==> src/rtl/core/hsvr_pkg.sv <==
`timescale 1ns / 1ps
`default_nettype none
// ----------------------------------------------------------------------------
// hsvr_pkg - shared types and constants of the HSV to RGB8 converter
// Transaction structs, sector codes, stage enables and the fixed-point
// constants of the colour scaling.
// ----------------------------------------------------------------------------
package hsvr_pkg;

	// Operand limits and the expected payload length
	localparam int unsigned HUE_MAX     = 359;
	localparam int unsigned PCT_MAX     = 100;
	localparam int unsigned CMD_BYTES   = 4;
	localparam int unsigned SECTOR_SPAN = 60;

	// Every channel is V * A * 255 / 600000 with A in 0..6000, and
	// 255 / 600000 reduces to 17 / 40000 = 17 / (64 * 625).
	localparam int unsigned FULL_SPAN   = 6000;
	localparam int unsigned SCALE_MUL   = 17;
	localparam int unsigned PRE_SHIFT   = 6;
	localparam int unsigned DIVISOR     = 625;
	localparam int unsigned RECIP_SHIFT = 24;
	localparam int unsigned RECIP       = (1 << RECIP_SHIFT) / DIVISOR;

	// Internal widths
	localparam int unsigned PCT_W  = 7;   // 0..100
	localparam int unsigned REM_W  = 6;   // 0..59
	localparam int unsigned SPAN_W = 13;  // 0..6000
	localparam int unsigned V17_W  = 11;  // 0..1700
	localparam int unsigned PROD_W = 24;  // 0..10.2e6
	localparam int unsigned QUOT_W = PROD_W - PRE_SHIFT;
	localparam int unsigned EST_W  = 32;

	typedef enum logic [2:0] {
		SEC_RED_YEL = 3'd0,
		SEC_YEL_GRN = 3'd1,
		SEC_GRN_CYN = 3'd2,
		SEC_CYN_BLU = 3'd3,
		SEC_BLU_MAG = 3'd4,
		SEC_MAG_RED = 3'd5
	} sector_t;

	typedef struct packed {
		logic [15:0] hue;
		logic [7:0]  saturation;
		logic [7:0]  brightness_value;
		logic [7:0]  payload_length;
	} hsv_t;

	typedef struct packed {
		logic [7:0] red;
		logic [7:0] green;
		logic [7:0] blue;
		logic       status;
	} rgb_t;

	// Load enables, one for each pipeline stage
	typedef struct packed {
		logic s1;
		logic s2;
		logic s3;
		logic s4;
		logic s5;
	} stage_en_t;

endpackage
`default_nettype wire

==> src/rtl/core/hsvr_front.sv <==
`timescale 1ns / 1ps
`default_nettype none
// ----------------------------------------------------------------------------
// hsvr_front - operand check, hue sector split and channel spans
// Stage 1 validates the transaction and splits the hue; stage 2 forms the
// per-channel spans A (0..6000) and the value multiple V*17.
// ----------------------------------------------------------------------------
module hsvr_front (
	input  wire logic                           clk,
	input  wire hsvr_pkg::stage_en_t            en,
	input  wire hsvr_pkg::hsv_t                 hsv,
	output logic                                err_s2,
	output hsvr_pkg::sector_t                   sector_s2,
	output logic [hsvr_pkg::V17_W-1:0]          v17_s2,
	output logic [hsvr_pkg::SPAN_W-1:0]         ap_s2,
	output logic [hsvr_pkg::SPAN_W-1:0]         aq_s2,
	output logic [hsvr_pkg::SPAN_W-1:0]         at_s2
);

	logic                          err;
	logic [8:0]                    hue9;
	hsvr_pkg::sector_t             sector;
	logic [8:0]                    base;
	logic [8:0]                    rem9;

	logic                          err_s1;
	hsvr_pkg::sector_t             sector_s1;
	logic [hsvr_pkg::REM_W-1:0]    rem_s1;
	logic [hsvr_pkg::PCT_W-1:0]    sat_s1;
	logic [hsvr_pkg::PCT_W-1:0]    val_s1;

	logic [hsvr_pkg::SPAN_W-1:0]   s_rem;
	logic [hsvr_pkg::SPAN_W-1:0]   s_span;
	logic [hsvr_pkg::SPAN_W-1:0]   ap;

	assign err = (hsv.payload_length != 8'(hsvr_pkg::CMD_BYTES))
		|| (hsv.hue > 16'(hsvr_pkg::HUE_MAX))
		|| (hsv.saturation > 8'(hsvr_pkg::PCT_MAX))
		|| (hsv.brightness_value > 8'(hsvr_pkg::PCT_MAX));

	assign hue9 = hsv.hue[8:0];

	// Sector by compare ladder; out-of-range hues are flagged and ignored
	always_comb begin
		priority if (hue9 >= 9'(5 * hsvr_pkg::SECTOR_SPAN)) begin
			sector = hsvr_pkg::SEC_MAG_RED;
			base   = 9'(5 * hsvr_pkg::SECTOR_SPAN);
		end else if (hue9 >= 9'(4 * hsvr_pkg::SECTOR_SPAN)) begin
			sector = hsvr_pkg::SEC_BLU_MAG;
			base   = 9'(4 * hsvr_pkg::SECTOR_SPAN);
		end else if (hue9 >= 9'(3 * hsvr_pkg::SECTOR_SPAN)) begin
			sector = hsvr_pkg::SEC_CYN_BLU;
			base   = 9'(3 * hsvr_pkg::SECTOR_SPAN);
		end else if (hue9 >= 9'(2 * hsvr_pkg::SECTOR_SPAN)) begin
			sector = hsvr_pkg::SEC_GRN_CYN;
			base   = 9'(2 * hsvr_pkg::SECTOR_SPAN);
		end else if (hue9 >= 9'(hsvr_pkg::SECTOR_SPAN)) begin
			sector = hsvr_pkg::SEC_YEL_GRN;
			base   = 9'(hsvr_pkg::SECTOR_SPAN);
		end else begin
			sector = hsvr_pkg::SEC_RED_YEL;
			base   = 9'd0;
		end
	end

	assign rem9 = hue9 - base;

	always_ff @(posedge clk) begin
		if (en.s1) begin
			err_s1    <= err;
			sector_s1 <= sector;
			rem_s1    <= rem9[hsvr_pkg::REM_W-1:0];
			sat_s1    <= hsv.saturation[hsvr_pkg::PCT_W-1:0];
			val_s1    <= hsv.brightness_value[hsvr_pkg::PCT_W-1:0];
		end
	end

	// A_p = 6000 - 60S, A_q = 6000 - S*rem, A_t = A_p + S*rem
	assign s_rem  = hsvr_pkg::SPAN_W'(sat_s1) * hsvr_pkg::SPAN_W'(rem_s1);
	assign s_span = hsvr_pkg::SPAN_W'(sat_s1) * hsvr_pkg::SPAN_W'(hsvr_pkg::SECTOR_SPAN);
	assign ap     = hsvr_pkg::SPAN_W'(hsvr_pkg::FULL_SPAN) - s_span;

	always_ff @(posedge clk) begin
		if (en.s2) begin
			err_s2    <= err_s1;
			sector_s2 <= sector_s1;
			v17_s2    <= hsvr_pkg::V17_W'(val_s1) * hsvr_pkg::V17_W'(hsvr_pkg::SCALE_MUL);
			ap_s2     <= ap;
			aq_s2     <= hsvr_pkg::SPAN_W'(hsvr_pkg::FULL_SPAN) - s_rem;
			at_s2     <= ap + s_rem;
		end
	end

endmodule
`default_nettype wire

==> src/rtl/core/hsvr_scale.sv <==
`timescale 1ns / 1ps
`default_nettype none
// ----------------------------------------------------------------------------
// hsvr_scale - one colour channel, floor(V*17*A / 40000)
// Stage 3 forms the product, stage 4 a reciprocal estimate of the quotient
// by 625; the one-step correction follows the stage 4 registers.
// ----------------------------------------------------------------------------
module hsvr_scale (
	input  wire logic                           clk,
	input  wire hsvr_pkg::stage_en_t            en,
	input  wire logic [hsvr_pkg::V17_W-1:0]     v17,
	input  wire logic [hsvr_pkg::SPAN_W-1:0]    span,
	output logic [7:0]                          colour
);

	logic [hsvr_pkg::PROD_W-1:0]  prod_s3;
	logic [hsvr_pkg::QUOT_W-1:0]  quot;
	logic [hsvr_pkg::EST_W-1:0]   recip_prod;
	logic [hsvr_pkg::QUOT_W-1:0]  quot_s4;
	logic [7:0]                   est_s4;
	logic [hsvr_pkg::QUOT_W-1:0]  back;
	logic [hsvr_pkg::QUOT_W-1:0]  resid;

	always_ff @(posedge clk) begin
		if (en.s3) begin
			prod_s3 <= hsvr_pkg::PROD_W'(v17) * hsvr_pkg::PROD_W'(span);
		end
	end

	// Drop the factor 64 by shifting, then estimate the quotient by 625
	assign quot       = prod_s3[hsvr_pkg::PROD_W-1:hsvr_pkg::PRE_SHIFT];
	assign recip_prod = hsvr_pkg::EST_W'(quot) * hsvr_pkg::EST_W'(hsvr_pkg::RECIP);

	always_ff @(posedge clk) begin
		if (en.s4) begin
			quot_s4 <= quot;
			est_s4  <= recip_prod[hsvr_pkg::RECIP_SHIFT+7:hsvr_pkg::RECIP_SHIFT];
		end
	end

	// The estimate is exact or one short
	assign back   = hsvr_pkg::QUOT_W'(est_s4) * hsvr_pkg::QUOT_W'(hsvr_pkg::DIVISOR);
	assign resid  = quot_s4 - back;
	assign colour = (resid >= hsvr_pkg::QUOT_W'(hsvr_pkg::DIVISOR)) ? est_s4 + 8'd1 : est_s4;

endmodule
`default_nettype wire

==> src/rtl/core/hsv_percent_to_rgb8_unit.sv <==
`timescale 1ns / 1ps
`default_nettype none
// ----------------------------------------------------------------------------
// hsv_percent_to_rgb8_unit - HSV (degrees, percent) to 8-bit RGB converter
// Five-stage pipeline: operand check and hue split, channel spans, products,
// reciprocal division, sector selection into the output register.
// ----------------------------------------------------------------------------
//
//   channel | handshake              | payload              | role
//   --------+------------------------+----------------------+-----------------
//   hsv     | hsv_valid / hsv_ready  | hsv  (hsvr_pkg::hsv_t) | colour in
//   rgb     | rgb_valid / rgb_ready  | rgb  (hsvr_pkg::rgb_t) | colour + status
//
// The accepting edge loads stage 1; stages 2, 3 and 4 and then the output
// register carry the transaction on to rgb_valid. One transaction is taken
// every cycle while the output side keeps up.
// Each stage loads whenever it is empty or its successor loads, so bubbles
// close up and a stalled output holds every occupied stage in place.
// arst_n clears only the stage valid bits; payload registers are not reset.
// Error transactions (bad length or operand) leave with status set and
// all colours zero.
//
// ----------------------------------------------------------------------------
module hsv_percent_to_rgb8_unit (
	input  wire logic            clk,
	input  wire logic            arst_n,
	input  wire logic            hsv_valid,
	output logic                 hsv_ready,
	input  wire hsvr_pkg::hsv_t  hsv,
	output logic                 rgb_valid,
	input  wire logic            rgb_ready,
	output hsvr_pkg::rgb_t       rgb
);

	hsvr_pkg::stage_en_t              en;
	logic                             valid_s1;
	logic                             valid_s2;
	logic                             valid_s3;
	logic                             valid_s4;

	logic                             err_s2;
	hsvr_pkg::sector_t                sector_s2;
	logic [hsvr_pkg::V17_W-1:0]       v17_s2;
	logic [hsvr_pkg::SPAN_W-1:0]      ap_s2;
	logic [hsvr_pkg::SPAN_W-1:0]      aq_s2;
	logic [hsvr_pkg::SPAN_W-1:0]      at_s2;

	logic                             err_s3;
	hsvr_pkg::sector_t                sector_s3;
	logic                             err_s4;
	hsvr_pkg::sector_t                sector_s4;

	logic [7:0]                       c_val;
	logic [7:0]                       c_p;
	logic [7:0]                       c_q;
	logic [7:0]                       c_t;
	hsvr_pkg::rgb_t                   rgb_next;

	// Stage enables: advance into a stage when it is empty or it drains
	assign en.s5     = !rgb_valid || rgb_ready;
	assign en.s4     = !valid_s4  || en.s5;
	assign en.s3     = !valid_s3  || en.s4;
	assign en.s2     = !valid_s2  || en.s3;
	assign en.s1     = !valid_s1  || en.s2;
	assign hsv_ready = en.s1;

	always_ff @(posedge clk or negedge arst_n) begin
		if (!arst_n) begin
			valid_s1  <= 1'b0;
			valid_s2  <= 1'b0;
			valid_s3  <= 1'b0;
			valid_s4  <= 1'b0;
			rgb_valid <= 1'b0;
		end else begin
			if (en.s1) valid_s1  <= hsv_valid;
			if (en.s2) valid_s2  <= valid_s1;
			if (en.s3) valid_s3  <= valid_s2;
			if (en.s4) valid_s4  <= valid_s3;
			if (en.s5) rgb_valid <= valid_s4;
		end
	end

	// Stages 1 and 2: operand check, sector split, spans
	hsvr_front u_front (
		.clk       (clk),
		.en        (en),
		.hsv       (hsv),
		.err_s2    (err_s2),
		.sector_s2 (sector_s2),
		.v17_s2    (v17_s2),
		.ap_s2     (ap_s2),
		.aq_s2     (aq_s2),
		.at_s2     (at_s2)
	);

	// Stages 3 and 4: one scaler for each of val, p, q and t
	hsvr_scale u_scale_val (
		.clk    (clk),
		.en     (en),
		.v17    (v17_s2),
		.span   (hsvr_pkg::SPAN_W'(hsvr_pkg::FULL_SPAN)),
		.colour (c_val)
	);

	hsvr_scale u_scale_p (
		.clk    (clk),
		.en     (en),
		.v17    (v17_s2),
		.span   (ap_s2),
		.colour (c_p)
	);

	hsvr_scale u_scale_q (
		.clk    (clk),
		.en     (en),
		.v17    (v17_s2),
		.span   (aq_s2),
		.colour (c_q)
	);

	hsvr_scale u_scale_t (
		.clk    (clk),
		.en     (en),
		.v17    (v17_s2),
		.span   (at_s2),
		.colour (c_t)
	);

	// Carry the sector and error flag alongside the scalers
	always_ff @(posedge clk) begin
		if (en.s3) begin
			err_s3    <= err_s2;
			sector_s3 <= sector_s2;
		end
		if (en.s4) begin
			err_s4    <= err_s3;
			sector_s4 <= sector_s3;
		end
	end

	// Stage 5: route channels by sector; zero the colours on error.
	// Zero saturation needs no special path: every span is then 6000.
	always_comb begin
		unique case (sector_s4)
			hsvr_pkg::SEC_RED_YEL: begin
				rgb_next.red = c_val; rgb_next.green = c_t;   rgb_next.blue = c_p;
			end
			hsvr_pkg::SEC_YEL_GRN: begin
				rgb_next.red = c_q;   rgb_next.green = c_val; rgb_next.blue = c_p;
			end
			hsvr_pkg::SEC_GRN_CYN: begin
				rgb_next.red = c_p;   rgb_next.green = c_val; rgb_next.blue = c_t;
			end
			hsvr_pkg::SEC_CYN_BLU: begin
				rgb_next.red = c_p;   rgb_next.green = c_q;   rgb_next.blue = c_val;
			end
			hsvr_pkg::SEC_BLU_MAG: begin
				rgb_next.red = c_t;   rgb_next.green = c_p;   rgb_next.blue = c_val;
			end
			default: begin
				rgb_next.red = c_val; rgb_next.green = c_p;   rgb_next.blue = c_q;
			end
		endcase
		rgb_next.status = err_s4;
		if (err_s4) begin
			rgb_next.red   = 8'd0;
			rgb_next.green = 8'd0;
			rgb_next.blue  = 8'd0;
		end
	end

	always_ff @(posedge clk) begin
		if (en.s5) begin
			rgb <= rgb_next;
		end
	end

`ifndef NO_ASSERTIONS
	// An error transaction never carries colour
	assert property (@(posedge clk) disable iff (!arst_n)
		rgb_valid && rgb.status |-> rgb.red == 8'd0 && rgb.green == 8'd0
			&& rgb.blue == 8'd0)
		else $error("error transaction carries non-zero colour");

	// Input back-pressure only when the whole pipe is full and the output stalls
	assert property (@(posedge clk) disable iff (!arst_n)
		!hsv_ready |-> rgb_valid && !rgb_ready && valid_s1 && valid_s2
			&& valid_s3 && valid_s4)
		else $error("input stalled while the pipeline has room");

	// A stalled stage 4 keeps its transaction
	assert property (@(posedge clk) disable iff (!arst_n)
		valid_s4 && !en.s4 |=> valid_s4)
		else $error("stalled stage 4 lost its transaction");
`endif

endmodule
`default_nettype wire

==> config.mk <==
export PLATFORM = sky130hd
export DESIGN_NAME = hsv_percent_to_rgb8_unit
export DESIGN_NICKNAME = d
export VERILOG_FILES = /design/src/rtl/core/hsvr_pkg.sv /design/src/rtl/core/hsvr_front.sv /design/src/rtl/core/hsvr_scale.sv /design/src/rtl/core/hsv_percent_to_rgb8_unit.sv
export SDC_FILE = /design/constraint.sdc
export NUM_CORES = 2
export LEC_CHECK = 0
export ABC_AREA = 1
export BUFFER_PORTS_ARGS = -buffer_cell sky130_fd_sc_hd__buf_2
export CELL_PAD_IN_SITES_DETAIL_PLACEMENT = 1
export CELL_PAD_IN_SITES_GLOBAL_PLACEMENT = 1
export CORE_MARGIN = 3
export CORE_UTILIZATION = 52
export DETAILED_ROUTE_END_ITERATION = 8
export GPL_ROUTABILITY_DRIVEN = 0
export PLACE_DENSITY = 0.82
export REMOVE_ABC_BUFFERS = 1
export SLEW_MARGIN = 20
export SYNTH_ARGS = -nofsm -noshare
export SYNTH_HDL_FRONTEND = slang
export SYNTH_SLANG_ARGS = --single-unit
==> constraint.sdc <==
create_clock -name clk -period 11.88 [get_ports clk]
set_input_delay 2.97 -clock clk [delete_from_list [all_inputs] [get_ports clk]]
set_output_delay 2.97 -clock clk [all_outputs]
set_load 0.005 [all_outputs]
**After elaboration in Yosys (flattened, before gate mapping)**

Cells that the tools add are included.

- Register bits after elaboration: 312
- Bits of input ports: 44
- Output and inout bits: 27
- Logic and storage cells: 110

- Add/sub/neg operators: 12
- $mul: 15
- Order comparisons: 12
- Equality and inequality tests: 5
- Multiplexer cells: 14
- Reductions and logical operators: 15

Operators by type and width:

| cell | count |
|---|---|
| $mul A18 B15 Y32 const B | 4 |
| $pmux W24 S5 | 1 |
| $ge A18 B10 Y1 const B | 4 |
| $mul A11 B13 Y24 | 3 |
| $mul A8 B10 Y18 const B | 4 |
| $sub A18 B18 Y18 | 4 |
| $add A8 B1 Y8 const B | 4 |
| $mux W8 | 4 |
| $mux W6 | 5 |
| $sub A13 B13 Y13 const A | 2 |
| $mul A11 B9 Y20 const B | 1 |
| $ge A9 B8 Y1 const B | 2 |
| $gt A16 B9 Y1 const B | 1 |
| $gt A8 B7 Y1 const B | 2 |
| $add A13 B13 Y13 | 1 |
| $mul A7 B6 Y13 | 1 |
| $mul A7 B4 Y11 const B | 1 |
| $mul A7 B5 Y11 const B | 1 |
| $ge A9 B6 Y1 const B | 1 |
| $ge A9 B7 Y1 const B | 1 |
| $ge A9 B9 Y1 const B | 1 |
| $logic_or A1 B1 Y1 | 8 |
| $ne A8 B3 Y1 const B | 1 |
| $eq A3 B2 Y1 const B | 2 |
| 8 further kinds | 14 |

**Longest topological paths before layout**

- Depth in word-level cells: 7
- Mapped depth: 31
- Gate-level depth less buffers: 31

**Hierarchy**

Synthesis repeated with hierarchy kept, for this count alone.

- Cell total of the unflattened synthesis: 7806
- Area, all modules: 63514.7 um^2

By module, submodules not included:

| module | times used | cells an instance | area an instance (um^2) | seq. area each (um^2) |
|---|---|---|---|---|
| hsvr_scale (u_scale_q) | 1 | 1742 | 13939.6 | 1321.3 |
| hsvr_scale (u_scale_p) | 1 | 1731 | 13832.0 | 1321.3 |
| hsvr_scale (u_scale_t) | 1 | 1703 | 13832.0 | 1321.3 |
| hsvr_scale (u_scale_val) | 1 | 1731 | 13824.5 | 1321.3 |
| hsvr_front | 1 | 614 | 5841.9 | 2252.2 |
| hsv_percent_to_rgb8_unit | 1 | 285 | 2244.7 | 1116.1 |

**Worst setup path before layout**

Ideal clock, no wire load.

- Kind: in2out
- Start point: input rgb_ready
- End point: output hsv_ready
- Arrival time: 8266 ps
- Data required time: 8910 ps
- Setup slack: 644 ps
- Cell stages on the path: 8
- Path buffers: 0
- Path through: nor2_1 inv_1 nor2_1 inv_1 nor2_1 inv_1 nor2_1 nand2_1

RTL lines:

| item | RTL line | RTL |
|---|---|---|
| start, declared | hsv_percent_to_rgb8_unit.sv:31 | `input wire logic rgb_ready,` |
| end, declared | hsv_percent_to_rgb8_unit.sv:28 | `output logic hsv_ready,` |

==> metrics.md <==
| Metric | Value |
|---|---|
| Status | `completed` |
| GR Overflow Total | `0` |
| Synth Area in Adders | `about half` |
| # hold bufs at CTS | `0` |
| Largest family of logic cells by synthesized area | `adder cells` |
| Slowest CP cell | `nor2_1` |
| Number of flops mapped to enable cells by yosys | `284` |
| Final Max Slew Viols | `0` |
| Met2 WL | `about 84,000 um` |
| Critical path's largest stage delay | `320 ps` |
| Clock buffer depth | `3` |
| Sink Count | `289` |
| I/O pin total | `71` |
| Final setup TNS | `0 ps` |
| Startpoint types | `input pin` |
| RSZ-0062 raised after global routing | `no` |
| Synth top area cells | `fa_1, ha_1, edfxtp_1, inv_1, nand2_1` |
| Root Buffer | `clkbuf_16` |
| Mux share of post-synthesis cell area | `0%` |
| Initial Util | `between 50% and 60%` |
| Part of the cycle the worst path needs | `between 60% and 70%` |
| Antenna violations before repair | `5` |
| Most frequent cells after synthesis | `inv_1, nand2_1, ha_1` |
| Max Cap Viol | `0` |
| Row Count | `between 100 and 150` |
| Delay-heaviest family, CP | `buffers and inverters` |
| Postcts setup bufs | `0` |
| Vias in the first global route | `52,000` |
| Sequential fraction of the synthesis area | `between 15 and 20%` |
| Pre-antenna DRT Iters | `5` |
| Hpwl dp | `142,000 um` |
| Drt drc | `0` |
| Setup Skew | `48.3 ps` |
| H-tree depth | `2` |
| Die height | `338 um` |
| WP data arrival | `around 5200 ps` |
| Port buffer count | `70` |
| Wire length on met1 | `67,700 um` |
| Chip width | `338 um` |
| Primary FF master, synth | `edfxtp_1` |
| Area delta synth->final | `5.80%` |
| CP bufs+invs | `7` |
| CP required | `8910 ps` |
| Yosys warns | `0` |
| Synthesized instance count | `between 6,000 and 7,000` |
| First-pass GRT wire length | `between 200,000 and 300,000 um` |
| Vias after detailed routing | `roughly 45,000` |
| Avg Cell Area, Syn | `8.63 um^2` |
| Total Die Area | `115,000 um^2` |
| Xor and xnor area share after synthesis | `3.34%` |
| Post-synth top area share | `28.7%` |
| Most frequent cell after synthesis | `inv_1` |
| DR iter-0 viols | `2,481` |
| Layout cell share with drive strength beyond 1 | `2.98%` |
| Worst slew margin | `about a quarter` |
| ANT nets after route | `0` |
| # resized after CTS | `0` |
| Seq cells post-synth | `approximately 290` |
| Worst Tran Pin Value | `1110 ps` |
| Register Area | `8650 um^2` |
| Critical-path cell list | `buf_2, nor2_1, inv_1, buf_4, nor2_1, inv_4, nor2_1, clkinv_2, nor2_1, nand2_1, buf_4, buf_2` |
| Post-Synth Simple-Gate Area | `14.0%` |
| Most used cell, CP | `nor2_1` |
| Largest net degree at the start of global routing | `a little under 80` |
| Filler cell count | `13,000` |
| Area of the multi-input gates | `41,500 um^2` |
| TritonCTS buffer count | `40` |
| Worst-path maximum fanout | `57` |
| Worst min-delay path class | `reg2reg` |
| Period minus WS final | `around 8200 ps` |
| Met3 routed WL | `about 8000 um` |
| Distinct cell type count after synthesis | `56` |
| Complex-gate fraction of the synthesized area | `under 10%` |
| Asr flop ratio synth | `1.73%` |
| Synth Cell Area | `approximately 57,000 um^2` |
| Max frequency | `122 MHz` |
| WL per Instance | `20.4 um` |
| Crit Path Class | `in2out` |
| Vias per inst | `5.46` |
| CTS tree | `built` |
| Final Net Count | `approximately 8,600` |
| DR top layer | `met5` |
| Final wirelength | `167,000 um` |
| Final setup fails | `0` |
| Hold Fails Final Rpt | `0` |
| CP endpoint kind | `output port` |
| CTS clk-pin slew, worst paths | `50 ps` |
| Later-pin clock latency in the skew report | `between 600 and 700 ps` |
| Largest area contributor in the netlist | `fa_1` |
| Total GRT Usage | `29.6%` |
| Core Footprint | `109,000 um^2` |
metal layers:
layer | up-vias | global-route usage [%]
li1 | 20500 | -
met2 | 1269 | 53.6
met4 | 6 | 11.6
met3 | 474 | 3.63
met5 | - | 0
met1 | 22600 | 35.9
stage by stage:
step           std cells  util, %  setup WS [ps]  cell area, um^2  hold slack [ps]
2_1_floorplan       6580        -            644            57200              400
3_3_place_gp        8141     54.4           3690            59500              404
3_5_place_dp        8141     54.4           3670            59500              405
4_1_cts             8212     55.6           3680            60800              418
5_1_grt             8212     55.6           3500            60800              430
6_report            8213     55.6           3710            60800              414
cell usage in the layout (no fill, tap or decap), drive strengths merged, types with 84 or more instances in the layout:
| cell type | count |
|---|---|
| fa | 824 |
| inv | 1877 |
| nand3 | 242 |
| o21ai | 112 |
| nand2 | 1222 |
| ha | 981 |
| a21oi | 262 |
| nor2 | 263 |
| edfxtp | 284 |
| buf | 85 |
| nand4 | 84 |
| xor2 | 146 |
final cells by class:
| type | count | share of cell area [%] |
|---|---|---|
| clock inverter | 25 | 0.492 |
| antenna | 1 | 0.00412 |
| sequential | 289 | 14.2 |
| timing repair buffer | 85 | 0.761 |
| inverter | 1875 | 11.6 |
| multi-input combinational | 4416 | 68.2 |
| tap | 1476 | 3.04 |
| clock buffer | 46 | 1.70 |
sequential cells by signal, indices dropped and copies added, names as in the netlist, 6 cells and up:
signal,count
u_scale_t.prod_s3,18
u_scale_val.est_s4,8
u_scale_val.quot_s4,18
u_scale_p.prod_s3,18
u_scale_val.prod_s3,18
u_front.val_s1,7
u_front.ap_s2,11
u_scale_t.quot_s4,18
u_front.rem_s1,6
u_front.sat_s1,7
u_scale_p.est_s4,8
u_front.aq_s2,12
u_scale_q.prod_s3,18
u_front.v17_s2,11
u_scale_t.est_s4,8
u_scale_q.quot_s4,18
u_scale_p.quot_s4,18
u_scale_q.est_s4,8
u_front.at_s2,13
rgb,25
worst paths after layout:
kind	startpoint	end	slack [ps]	cells after the start
min in group asynchronous	arst_n	valid_s3	2250	1
worst min-delay path	u_front.sector_s1[2]	u_front.sector_s2[2]	410	0
worst max register to register	u_front.v17_s2[3]	u_scale_q.prod_s3[21]	5480	23
worst max-delay path	rgb_ready	hsv_ready	3710	12
max in group asynchronous	arst_n	valid_s1	9350	1
worst min register to register	u_front.sector_s1[2]	u_front.sector_s2[2]	410	0
logic make-up after synthesis:
logic type                 count (synthesis)
AOI/OAI and AO/OA                        483
xor gates and xnor gates                 219
adders and majority gates               1805
buffers and inverters                   1958
DFF                                      289
and+or+nand+nor                         1909
Power is not shown: default switching activity piles up to over one toggle a cycle in this logic, so the estimate is an artifact.
